File: config.mk
export PLATFORM = sky130hd
export DESIGN_NAME = soil_sensor_frame_decoder_core
export DESIGN_NICKNAME = d
export VERILOG_FILES = /design/src/rtl/core/ssfd_pkg.sv /design/src/rtl/core/ssfd_id_match.sv /design/src/rtl/core/soil_sensor_frame_decoder_core.sv
export VERILOG_INCLUDE_DIRS = /design/src /design/src/rtl/core
export SDC_FILE = /design/constraint.sdc
export NUM_CORES = 1
export LEC_CHECK = 0
export ABC_AREA = 1
export BUFFER_PORTS_ARGS = -buffer_cell sky130_fd_sc_hd__clkbuf_2
export CAP_MARGIN = 20
export CORE_MARGIN = 1.5
export CORE_UTILIZATION = 59
export CTS_BUF_LIST = sky130_fd_sc_hd__clkbuf_4 sky130_fd_sc_hd__clkbuf_8 sky130_fd_sc_hd__clkbuf_16
export DETAILED_ROUTE_END_ITERATION = 8
export GPL_ROUTABILITY_DRIVEN = 0
export MAX_ROUTING_LAYER = met4
export PLACE_DENSITY = 0.8
export SLEW_MARGIN = 20
export SYNTH_ARGS = -nofsm -noshare
export SYNTH_HDL_FRONTEND = slang
export SYNTH_SLANG_ARGS = --single-unit
export TNS_END_PERCENT = 5
File: constraint.sdc
create_clock -name clk -period 7 [get_ports clk]
set_input_delay 1.4 -clock clk [delete_from_list [all_inputs] [get_ports clk]]
set_output_delay 1.4 -clock clk [all_outputs]
set_load 0.02 [all_outputs]
File: src/rtl/core/assert_macros.svh
// ----------------------------------------------------------------------------
// Assertion macros
// Shared concurrent assertion forms for the frame decoder core.
// ----------------------------------------------------------------------------
`ifndef ASSERT_MACROS_SVH
`define ASSERT_MACROS_SVH

`ifndef NO_ASSERTIONS

// Check that expr holds at every clock edge outside reset.
`define ASSERT_ALWAYS(label, clk, rst_n, expr) \
	label: assert property (@(posedge clk) disable iff (!rst_n) (expr)) \
		else $error("assertion failed");

// Check that cons holds in the same cycle as ante.
`define ASSERT_IMPLIES(label, clk, rst_n, ante, cons) \
	label: assert property (@(posedge clk) disable iff (!rst_n) (ante) |-> (cons)) \
		else $error("assertion failed");

// Check that cons holds in the cycle after ante.
`define ASSERT_NEXT(label, clk, rst_n, ante, cons) \
	label: assert property (@(posedge clk) disable iff (!rst_n) (ante) |=> (cons)) \
		else $error("assertion failed");

`else

`define ASSERT_ALWAYS(label, clk, rst_n, expr)
`define ASSERT_IMPLIES(label, clk, rst_n, ante, cons)
`define ASSERT_NEXT(label, clk, rst_n, ante, cons)

`endif

`endif

File: src/rtl/core/ssfd_pkg.sv
// ----------------------------------------------------------------------------
// ssfd_pkg
// Types, constants and the CRC-8 byte step for the soil sensor frame decoder.
// ----------------------------------------------------------------------------
package ssfd_pkg;

	localparam int unsigned ID_W       = 24;
	localparam int unsigned MASK_W     = 4;
	localparam int unsigned MAX_SLOTS  = 4;
	localparam int unsigned CFG_IDX_W  = 3;

	// Register indexes on the configuration port
	localparam logic [CFG_IDX_W-1:0] REG_WATCH_ID_0 = 3'd0;
	localparam logic [CFG_IDX_W-1:0] REG_ID_ENABLE  = 3'd4;

	// Frame byte positions
	localparam logic [3:0] POS_HEADER   = 4'd0;
	localparam logic [3:0] POS_ID_FIRST = 4'd1;
	localparam logic [3:0] POS_ID_LAST  = 4'd3;
	localparam logic [3:0] POS_POWER    = 4'd4;
	localparam logic [3:0] POS_FIXED    = 4'd5;
	localparam logic [3:0] POS_MOIST    = 4'd6;
	localparam logic [3:0] POS_AD_HI    = 4'd7;
	localparam logic [3:0] POS_AD_LO    = 4'd8;
	localparam logic [3:0] POS_PAD_LO   = 4'd9;
	localparam logic [3:0] POS_PAD_HI   = 4'd11;
	localparam logic [3:0] POS_CRC      = 4'd12;
	localparam logic [3:0] POS_LAST     = 4'd13;

	localparam logic [7:0] CRC_POLY     = 8'h31;
	localparam logic [7:0] CRC_MSB      = 8'h80;
	localparam logic [7:0] HEADER_BYTE  = 8'h51;
	localparam logic [7:0] FIXED_BYTE   = 8'h7F;
	localparam logic [6:0] AD_HI_FILL   = 7'h7C;  // 0xF8 above bit 0
	localparam logic [7:0] PAD_BYTE     = 8'hFF;
	localparam logic [7:0] MOIST_MAX    = 8'd100;

	// Battery: mv = code * 100, percentage = clamp((mv - 700) / 9)
	localparam logic [4:0] BATT_CODE_ZERO = 5'd7;   // 700 mV and below reads 0 %
	localparam logic [4:0] BATT_CODE_FULL = 5'd16;  // 1600 mV and above reads 100 %
	localparam logic [4:0] BATT_CODE_LOW  = 5'd8;   // 800 mV and below is low
	localparam logic [6:0] BATT_PCT_STEP  = 7'd11;
	localparam logic [6:0] BATT_PCT_FULL  = 7'd100;
	localparam logic [6:0] MV_PER_CODE    = 7'd100;

	typedef enum logic [2:0] {
		ST_OK         = 3'd0,
		ST_BAD_HEADER = 3'd1,
		ST_CHECK_FAIL = 3'd2,
		ST_UNKNOWN_ID = 3'd3,
		ST_MOIST_HIGH = 3'd4
	} status_t;

	typedef struct packed {
		logic       found;
		logic [1:0] slot;
	} id_match_t;

	// One byte through CRC-8, MSB first
	function automatic logic [7:0] crc8_step(input logic [7:0] crc, input logic [7:0] b);
		logic [7:0] c;
		c = crc ^ b;
		for (int i = 0; i < 8; i++) begin
			if ((c & CRC_MSB) != 8'h00) begin
				c = {c[6:0], 1'b0} ^ CRC_POLY;
			end else begin
				c = {c[6:0], 1'b0};
			end
		end
		return c;
	endfunction

	// Percentage from the 5-bit battery code; between the clamps it is 11 per step
	function automatic logic [6:0] batt_pct(input logic [4:0] code);
		logic [6:0] k;
		k = 7'(code - BATT_CODE_ZERO);
		if (code <= BATT_CODE_ZERO) begin
			return 7'd0;
		end else if (code >= BATT_CODE_FULL) begin
			return BATT_PCT_FULL;
		end else begin
			return 7'(k * BATT_PCT_STEP);
		end
	endfunction

endpackage

File: src/rtl/core/ssfd_id_match.sv
// ----------------------------------------------------------------------------
// ssfd_id_match
// Compare a sensor ID against the enabled watch slots; lowest slot wins.
// ----------------------------------------------------------------------------
`include "assert_macros.svh"

module ssfd_id_match #(
	parameter int unsigned NUM_SLOTS = 4
) (
	input  logic                         clk,
	input  logic                         arst_n,
	input  logic [ssfd_pkg::ID_W-1:0]    id,
	input  logic [ssfd_pkg::ID_W-1:0]    watch_id [NUM_SLOTS],
	input  logic [ssfd_pkg::MASK_W-1:0]  enable_mask,
	output ssfd_pkg::id_match_t          match
);

	logic [NUM_SLOTS-1:0] hit;

	always_comb begin
		for (int n = 0; n < NUM_SLOTS; n++) begin
			hit[n] = enable_mask[n] && (watch_id[n] == id);
		end
	end

	// Walk from the top so the lowest hit is taken last
	always_comb begin
		match = '0;
		for (int n = NUM_SLOTS - 1; n >= 0; n--) begin
			if (hit[n]) begin
				match.found = 1'b1;
				match.slot  = 2'(n);
			end
		end
	end

	`ASSERT_IMPLIES(a_found_any_hit, clk, arst_n, match.found, hit != '0)
	`ASSERT_IMPLIES(a_none_no_hit, clk, arst_n, !match.found, hit == '0 && match.slot == 2'd0)
	`ASSERT_IMPLIES(a_slot_enabled, clk, arst_n, match.found, enable_mask[match.slot])

endmodule

File: src/rtl/core/soil_sensor_frame_decoder_core.sv
// ----------------------------------------------------------------------------
// soil_sensor_frame_decoder_core
// Byte-serial decoder for 14-byte soil sensor radio frames.
// ----------------------------------------------------------------------------
// The block takes one frame byte per input transfer and sustains one byte per
// clock while no finished result is held back. A byte is held in an input
// register, then a single pass of logic (one unrolled CRC-8 byte step, an
// 8-bit add, the ID comparators) updates the frame state and, on byte 13, loads
// the result register; out_valid is set together with that load. While a
// finished result waits with out_ready low, the input register holds and
// in_ready drops once it is full.
// frame_start restarts the byte count and drops a partial frame with no result;
// without it the count wraps after byte 13. The fixed bytes (5, 7 upper bits,
// 9 to 11) are replaced before the CRC over bytes 0 to 11 and the sum over 0
// to 12. Status reports the first failing check: header, CRC/sum, unknown ID,
// moisture over 100. Decoded fields are filled whatever the status. Watch IDs
// and the enable mask are written through the configuration port, which is
// always ready; write them only while no frame is in flight.
// ----------------------------------------------------------------------------
`include "assert_macros.svh"

module soil_sensor_frame_decoder_core #(
	parameter int unsigned NUM_IDS = 4
) (
	input  logic                               clk,
	input  logic                               arst_n,

	input  logic                               in_valid,
	output logic                               in_ready,
	input  logic [7:0]                         rx_byte,
	input  logic                               frame_start,
	input  logic signed [8:0]                  rssi_dbm,

	input  logic                               cfg_valid,
	output logic                               cfg_ready,
	input  logic [ssfd_pkg::CFG_IDX_W-1:0]     cfg_index,
	input  logic [ssfd_pkg::ID_W-1:0]          cfg_data,

	output logic                               out_valid,
	input  logic                               out_ready,
	output logic [2:0]                         status,
	output logic [1:0]                         sensor_slot,
	output logic [23:0]                        node_id,
	output logic [7:0]                         moisture_pct,
	output logic [8:0]                         raw_ad,
	output logic [11:0]                        supply_mv,
	output logic [6:0]                         battery_pct,
	output logic [2:0]                         boost_level,
	output logic                               supply_low,
	output logic signed [8:0]                  rssi_out
);

	// Slots beyond the fixed four never match
	localparam int unsigned NUM_SLOTS =
		(NUM_IDS < ssfd_pkg::MAX_SLOTS) ? NUM_IDS : ssfd_pkg::MAX_SLOTS;

	// ------------------------------------------------------------------
	// Configuration registers
	// ------------------------------------------------------------------
	logic [ssfd_pkg::ID_W-1:0]   watch_q [NUM_SLOTS];
	logic [ssfd_pkg::MASK_W-1:0] mask_q;

	assign cfg_ready = 1'b1;

	always_ff @(posedge clk or negedge arst_n) begin
		if (!arst_n) begin
			for (int i = 0; i < NUM_SLOTS; i++) begin
				watch_q[i] <= '0;
			end
			mask_q <= '0;
		end else if (cfg_valid) begin
			for (int i = 0; i < NUM_SLOTS; i++) begin
				if (cfg_index == ssfd_pkg::REG_WATCH_ID_0 + ssfd_pkg::CFG_IDX_W'(i)) begin
					watch_q[i] <= cfg_data;
				end
			end
			if (cfg_index == ssfd_pkg::REG_ID_ENABLE) begin
				mask_q <= cfg_data[ssfd_pkg::MASK_W-1:0];
			end
		end
	end

	// ------------------------------------------------------------------
	// Input register
	// ------------------------------------------------------------------
	logic              valid_s1;
	logic [7:0]        byte_s1;
	logic              start_s1;
	logic signed [8:0] rssi_s1;
	logic              stall;
	logic              fire;

	// Hold everything while a finished result waits to be taken
	assign stall    = out_valid && !out_ready;
	assign fire     = valid_s1 && !stall;
	assign in_ready = !valid_s1 || !stall;

	always_ff @(posedge clk or negedge arst_n) begin
		if (!arst_n) begin
			valid_s1 <= 1'b0;
		end else if (in_ready) begin
			valid_s1 <= in_valid;
		end
	end

	always_ff @(posedge clk) begin
		if (in_valid && in_ready) begin
			byte_s1  <= rx_byte;
			start_s1 <= frame_start;
			rssi_s1  <= rssi_dbm;
		end
	end

	// ------------------------------------------------------------------
	// Frame state
	// ------------------------------------------------------------------
	logic [3:0]  pos_q;
	logic [7:0]  crc_q;
	logic [7:0]  sum_q;
	logic        header_q;
	logic [23:0] id_q;
	logic [7:0]  power_q;
	logic [7:0]  moist_q;
	logic [8:0]  ad_q;
	logic [7:0]  crc_byte_q;

	logic [3:0]  pos;
	logic [7:0]  nb;
	logic [7:0]  crc_base;
	logic [7:0]  sum_base;
	logic        last;

	always_comb begin
		pos = start_s1 ? ssfd_pkg::POS_HEADER : pos_q;
		if (pos > ssfd_pkg::POS_LAST) begin
			pos = ssfd_pkg::POS_HEADER;
		end

		// Replace the bytes that the check covers with fixed values
		nb = byte_s1;
		if (pos == ssfd_pkg::POS_FIXED) begin
			nb = ssfd_pkg::FIXED_BYTE;
		end else if (pos == ssfd_pkg::POS_AD_HI) begin
			nb = {ssfd_pkg::AD_HI_FILL, byte_s1[0]};
		end else if (pos >= ssfd_pkg::POS_PAD_LO && pos <= ssfd_pkg::POS_PAD_HI) begin
			nb = ssfd_pkg::PAD_BYTE;
		end

		crc_base = (pos == ssfd_pkg::POS_HEADER) ? 8'h00 : crc_q;
		sum_base = (pos == ssfd_pkg::POS_HEADER) ? 8'h00 : sum_q;
		last     = (pos == ssfd_pkg::POS_LAST);
	end

	always_ff @(posedge clk or negedge arst_n) begin
		if (!arst_n) begin
			pos_q      <= '0;
			crc_q      <= '0;
			sum_q      <= '0;
			header_q   <= 1'b0;
			id_q       <= '0;
			power_q    <= '0;
			moist_q    <= '0;
			ad_q       <= '0;
			crc_byte_q <= '0;
		end else if (fire) begin
			pos_q <= last ? ssfd_pkg::POS_HEADER : 4'(pos + 4'd1);

			if (pos <= ssfd_pkg::POS_PAD_HI) begin
				crc_q <= ssfd_pkg::crc8_step(crc_base, nb);
			end else begin
				crc_q <= crc_base;
			end
			if (pos <= ssfd_pkg::POS_CRC) begin
				sum_q <= 8'(sum_base + nb);
			end else begin
				sum_q <= sum_base;
			end

			if (pos == ssfd_pkg::POS_HEADER) begin
				header_q <= (byte_s1 == ssfd_pkg::HEADER_BYTE);
				id_q     <= '0;
			end else if (pos >= ssfd_pkg::POS_ID_FIRST && pos <= ssfd_pkg::POS_ID_LAST) begin
				id_q <= {id_q[15:0], byte_s1};
			end

			if (pos == ssfd_pkg::POS_POWER) begin
				power_q <= byte_s1;
			end
			if (pos == ssfd_pkg::POS_MOIST) begin
				moist_q <= byte_s1;
			end
			if (pos == ssfd_pkg::POS_AD_HI) begin
				ad_q <= {byte_s1[0], 8'h00};
			end else if (pos == ssfd_pkg::POS_AD_LO) begin
				ad_q <= {ad_q[8], byte_s1};
			end
			if (pos == ssfd_pkg::POS_CRC) begin
				crc_byte_q <= byte_s1;
			end
		end
	end

	// ------------------------------------------------------------------
	// Result
	// ------------------------------------------------------------------
	ssfd_pkg::id_match_t match;
	ssfd_pkg::status_t   status_d;

	ssfd_id_match #(
		.NUM_SLOTS (NUM_SLOTS)
	) u_id_match (
		.clk         (clk),
		.arst_n      (arst_n),
		.id          (id_q),
		.watch_id    (watch_q),
		.enable_mask (mask_q),
		.match       (match)
	);

	always_comb begin
		if (!header_q) begin
			status_d = ssfd_pkg::ST_BAD_HEADER;
		end else if (crc_q != crc_byte_q || sum_q != byte_s1) begin
			status_d = ssfd_pkg::ST_CHECK_FAIL;
		end else if (!match.found) begin
			status_d = ssfd_pkg::ST_UNKNOWN_ID;
		end else if (moist_q > ssfd_pkg::MOIST_MAX) begin
			status_d = ssfd_pkg::ST_MOIST_HIGH;
		end else begin
			status_d = ssfd_pkg::ST_OK;
		end
	end

	logic load;
	assign load = fire && last;

	always_ff @(posedge clk or negedge arst_n) begin
		if (!arst_n) begin
			out_valid <= 1'b0;
		end else if (load) begin
			out_valid <= 1'b1;
		end else if (out_ready) begin
			out_valid <= 1'b0;
		end
	end

	always_ff @(posedge clk) begin
		if (load) begin
			status       <= status_d;
			sensor_slot  <= match.slot;
			node_id      <= id_q;
			moisture_pct <= moist_q;
			raw_ad       <= ad_q;
			supply_mv    <= 12'(power_q[4:0]) * 12'(ssfd_pkg::MV_PER_CODE);
			battery_pct  <= ssfd_pkg::batt_pct(power_q[4:0]);
			boost_level  <= power_q[7:5];
			supply_low   <= (power_q[4:0] <= ssfd_pkg::BATT_CODE_LOW);
			rssi_out     <= rssi_s1;
		end
	end

	// ------------------------------------------------------------------
	// Assertions
	// ------------------------------------------------------------------
	`ASSERT_ALWAYS(a_pos_range, clk, arst_n, pos_q <= ssfd_pkg::POS_LAST)
	`ASSERT_NEXT(a_wrap_after_last, clk, arst_n, load, pos_q == ssfd_pkg::POS_HEADER && out_valid)
	`ASSERT_IMPLIES(a_ready_only_stall, clk, arst_n, !in_ready, valid_s1 && out_valid)
	`ASSERT_IMPLIES(a_ok_moisture, clk, arst_n,
		out_valid && status == ssfd_pkg::ST_OK, moisture_pct <= ssfd_pkg::MOIST_MAX)
	`ASSERT_IMPLIES(a_pct_range, clk, arst_n, out_valid, battery_pct <= ssfd_pkg::BATT_PCT_FULL)

endmodule

==> results.md <==
- Result of the run: finished, final reports clean
- Design internal power: 3.565 mW
- Register-to-Register Path Depth: 15
- Number of failing hold endpoints at the final stage: 0
- Total number of vias: 10250
- Fin crit share: 49.43%
- Arrival time worst endpoint: 3.76 ns
- Slew at the pin with the worst max-slew slack: 0.9764 ns
- Detail Route Antenna Nets: 0
- IR drop worst, VDD: 0.2431 mV
- Number of slew-limit violations in the final report: 0
- RR Startpoint: power_q[0]
- Reg2Reg Setup Slack: 3.54 ns
- Most common cell type on the critical path: sky130_fd_sc_hd__inv_1
- Total core area: 21150 um^2
- Warning count from the yosys run: 0
- Top_reg_cell synth: sky130_fd_sc_hd__dfrtp_1
- Comb power frac: 30.3%
- Floorplan die height: 150.3 um
- Total power consumption of the routed design: 5.383 mW
- Site row count: 53
- Post-synth cell types: 47
- Number of vias per cell after detailed routing: 5.905
- Final-layout fill cell count: 1583
- Max Clk Rate: 289.0 MHz
- Final TNS setup: 0 ns
- Post-route core utilization: 69.23%
- Final wirelength: 32330 um
- Share of the yosys chip area belonging to registers: 57.24%
- Number of buffers added by the clock tree synthesis step: 28
- End point of the most critical hold path: rssi_out[6]
- Max-cap violation count: 0
- Reg2Reg Capture Point: battery_pct[6]
- DRT Pass-1 Iters: 6
- Share of synthesized flip-flops with an asynchronous set or reset: 65.69%
- Routed length per placed instance: 18.63 um
- H-Tree Depth: 1
- Switching power of the nets: 1.817 mW
- Cells after synthesis: 1312
- Starting density of the core: 60.51%
- Violation count after the first detailed-route iteration: 1125
- Post-route clock skew: 0.008816 ns
- Critical path cell sequence: inv_1, ha_1, ha_1, inv_1, fa_1, inv_1, ha_1, nand2_1, inv_1, or2_2, a21oi_1, or2_2, nand3_1, nand2_1, inv_1
- Number of buffers inserted by port buffering: 127
- Die footprint: 22590 um^2
- Hold-fix buffers, CTS: 0
- Leakage power: 6.978 nW
- Worst Path Required: 7.30 ns
- Antenna violations before repair: 1
- Cell Area, Synth: 12800 um^2
- EDFF count, synth: 94
- Clock Latency Late Sink: 0.54 ns
- First-pass GRT wire length: 50920 um
- Post-detailed-route DRC marker count: 0
- Total track usage: 30.10%
- Count of pins on the block boundary: 131
- Sum of overflow across all layers after global routing: 0
- Die Width: 150.3 um
- CP top delay family: adder cells
- Number of flip-flops and latches in the synthesized netlist: 274
- Fraction of power consumed by the clock network: 29.1%
- Final min period: 3.460 ns
- Relative slew margins: 34.91%
- Worst Hold Path Cells: 0
- Power Density: 367.6 nW/um^2
- Post-CTS Repair Setup Buffers: 0
- Final number of setup-violating endpoints: 0
- Switching power share of the total: 33.76%
- Worst Setup Path Type: register to register
- Fraction of post-synthesis cell area in the top cell type by area: 35.19%
- Hold path startpoint: rssi_s1[6]
- Clock sink count: 274
- RSZ-0062 raised after global routing: false
- Leading post-synthesis cells by cell area: sky130_fd_sc_hd__dfrtp_1, sky130_fd_sc_hd__edfxtp_1, sky130_fd_sc_hd__nand2_1, sky130_fd_sc_hd__o21ai_0, sky130_fd_sc_hd__ha_1
- Mean instance size in the synthesized netlist: 9.756 um^2
- Kind of capture point of the worst setup path: register
- Worst path buffer plus inverter count: 5
- Class of the most critical hold timing path: register to register
- Slowest Stage Delay on Critical Path: 0.54 ns
- Critical Path Start Type: register
- Cell chosen for the clock root: sky130_fd_sc_hd__clkbuf_16
- Sequential cell fraction of total power: 40.6%
- Clock Path Buffers: 3
- Clock transition at the register clock pins on the worst setup and hold paths after CTS: 0.06 ns
- Share of final-layout standard cells stronger than drive strength 1: 15.97%
- Synth-to-Final Area Change: 14.42%
- Top fanout value on the critical path: 9
- Yosys top cell by area: sky130_fd_sc_hd__dfrtp_1
- Maximum number of pins on one net before global-route repair: 107
- Clock tree from TritonCTS: built
- Number of gates resized after cts: 0
- Cell at the slowest stage of the critical path: sky130_fd_sc_hd__fa_1
- Via count of the first global-routing pass: 9683
- Number of nets in the layout: 1533
- HPWL reported at the end of detailed placement: 22450 um
## metrics by stage
| step | setup slack [ns] | hold slack, ns | std cells | area (um^2) |
|---|---|---|---|---|
| after floorplan | 1.433 | 0.4003 | 1313 | 12800 |
| after global placement | 3.685 | 0.4004 | 1683 | 13670 |
| after detailed placement | 3.605 | 0.4125 | 1683 | 13670 |
| after CTS | 3.557 | 0.4197 | 1734 | 14640 |
| after global routing | 3.372 | 0.4256 | 1735 | 14650 |
| final | 3.540 | 0.4215 | 1735 | 14650 |
## power groups by stage
stage | clock (mW) | combinational [mW] | sequential (mW)
global route | 1.63 | 1.84 | 2.20
global placement | 0 | 1.49 | 2.19
floorplan | 0 | 1.22 | 2.11
detailed placement | 0 | 1.58 | 2.19
CTS | 1.57 | 1.62 | 2.17
finish | 1.57 | 1.63 | 2.18
## Yosys cell counts, types with 2 or more instances
master and instances:
sky130_fd_sc_hd__fa_1 5, sky130_fd_sc_hd__a211oi_1 5, sky130_fd_sc_hd__or2_2 12, sky130_fd_sc_hd__xor2_1 30
sky130_fd_sc_hd__nand2_4 6, sky130_fd_sc_hd__nor2_2 2, sky130_fd_sc_hd__nand2_1 308, sky130_fd_sc_hd__a31oi_1 3
sky130_fd_sc_hd__edfxtp_1 94, sky130_fd_sc_hd__a22o_1 7, sky130_fd_sc_hd__nor4_1 14, sky130_fd_sc_hd__a221oi_1 10
sky130_fd_sc_hd__clkbuf_1 32, sky130_fd_sc_hd__xor2_2 3, sky130_fd_sc_hd__nand3b_1 5, sky130_fd_sc_hd__nor3_1 8
sky130_fd_sc_hd__nand2_2 15, sky130_fd_sc_hd__nand3_1 53, sky130_fd_sc_hd__buf_6 2, sky130_fd_sc_hd__nand4_1 9
sky130_fd_sc_hd__nand3_2 2, sky130_fd_sc_hd__buf_4 3, sky130_fd_sc_hd__o21a_1 2, sky130_fd_sc_hd__a21oi_1 16
sky130_fd_sc_hd__o2111ai_1 2, sky130_fd_sc_hd__inv_2 4, sky130_fd_sc_hd__o22ai_1 36, sky130_fd_sc_hd__o221ai_1 2
sky130_fd_sc_hd__ha_1 40, sky130_fd_sc_hd__nor2_1 61, sky130_fd_sc_hd__clkinv_1 7, sky130_fd_sc_hd__dfrtp_1 180
sky130_fd_sc_hd__inv_1 115, sky130_fd_sc_hd__conb_1 2, sky130_fd_sc_hd__o21ai_0 185, sky130_fd_sc_hd__xnor2_1 21
## area by class of cell
cell class | count | area [um^2] | area share (%)
clock inverters | 12 | 162.7 | 1.111
flip-flops and latches | 274 | 7327 | 50.03
clock buffers | 39 | 813.3 | 5.553
well taps | 275 | 344.1 | 2.349
repair buffers | 134 | 694.4 | 4.742
diodes | 1 | 2.502 | 0.01709
inverters | 126 | 473.0 | 3.229
multi-input cells | 874 | 4828 | 32.97
## how the worst max path moves through the flow
stage          startpoint              to  slack [ns]  cells after the start
2_1_floorplan   out_ready  battery_pct[0]        1.43                      5
3_3_place_gp    out_ready        id_q[22]        3.68                      8
3_5_place_dp    out_ready        id_q[22]        3.61                      8
4_1_cts        power_q[0]  battery_pct[6]        3.56                     15
5_1_grt        power_q[0]  battery_pct[6]        3.37                     15
6_report       power_q[0]  battery_pct[6]        3.54                     15
## cells by family (layout without fill, tap and decap cells)
group	count (synthesis)	after routing	synth area share, %
fa+ha+maj	45	45	4.692
compound gates	275	275	12.10
flops	274	274	57.24
simple gates	497	497	16.91
buf+inv	165	311	5.122
other cells	2	4	0.05867
xor+xnor	54	54	3.871
## flip-flops by register name, summed over array words and instances (netlist names), 4 cells and up
name and cells:
ad_q 9, battery_pct 7, byte_s1 8, crc_byte_q 8, crc_q 8, id_q 24
mask_q 4, moist_q 8, moisture_pct 8, node_id 24, pos_q 4, power_q 8
raw_ad 9, rssi_out 9, rssi_s1 9, sum_q 8, supply_mv 10, watch_q 96
## layout by cell type (no fill, tap or decap), drive strengths merged, types with 36 or more instances in the layout
master / count
o22ai: 36
nand3: 55
o21ai: 186
nor2: 64
edfxtp: 94
dfrtp: 180
ha: 40
nand2: 329
clkbuf: 165
inv: 119
## routing by layer
metal,share of wire [%],GRT usage (%)
met4,3.3,9.853
met1,41,40.78
met5,0,-
met3,10,6.061
met2,45,45.94
Note: power is estimated with default switching activity, not from simulation.
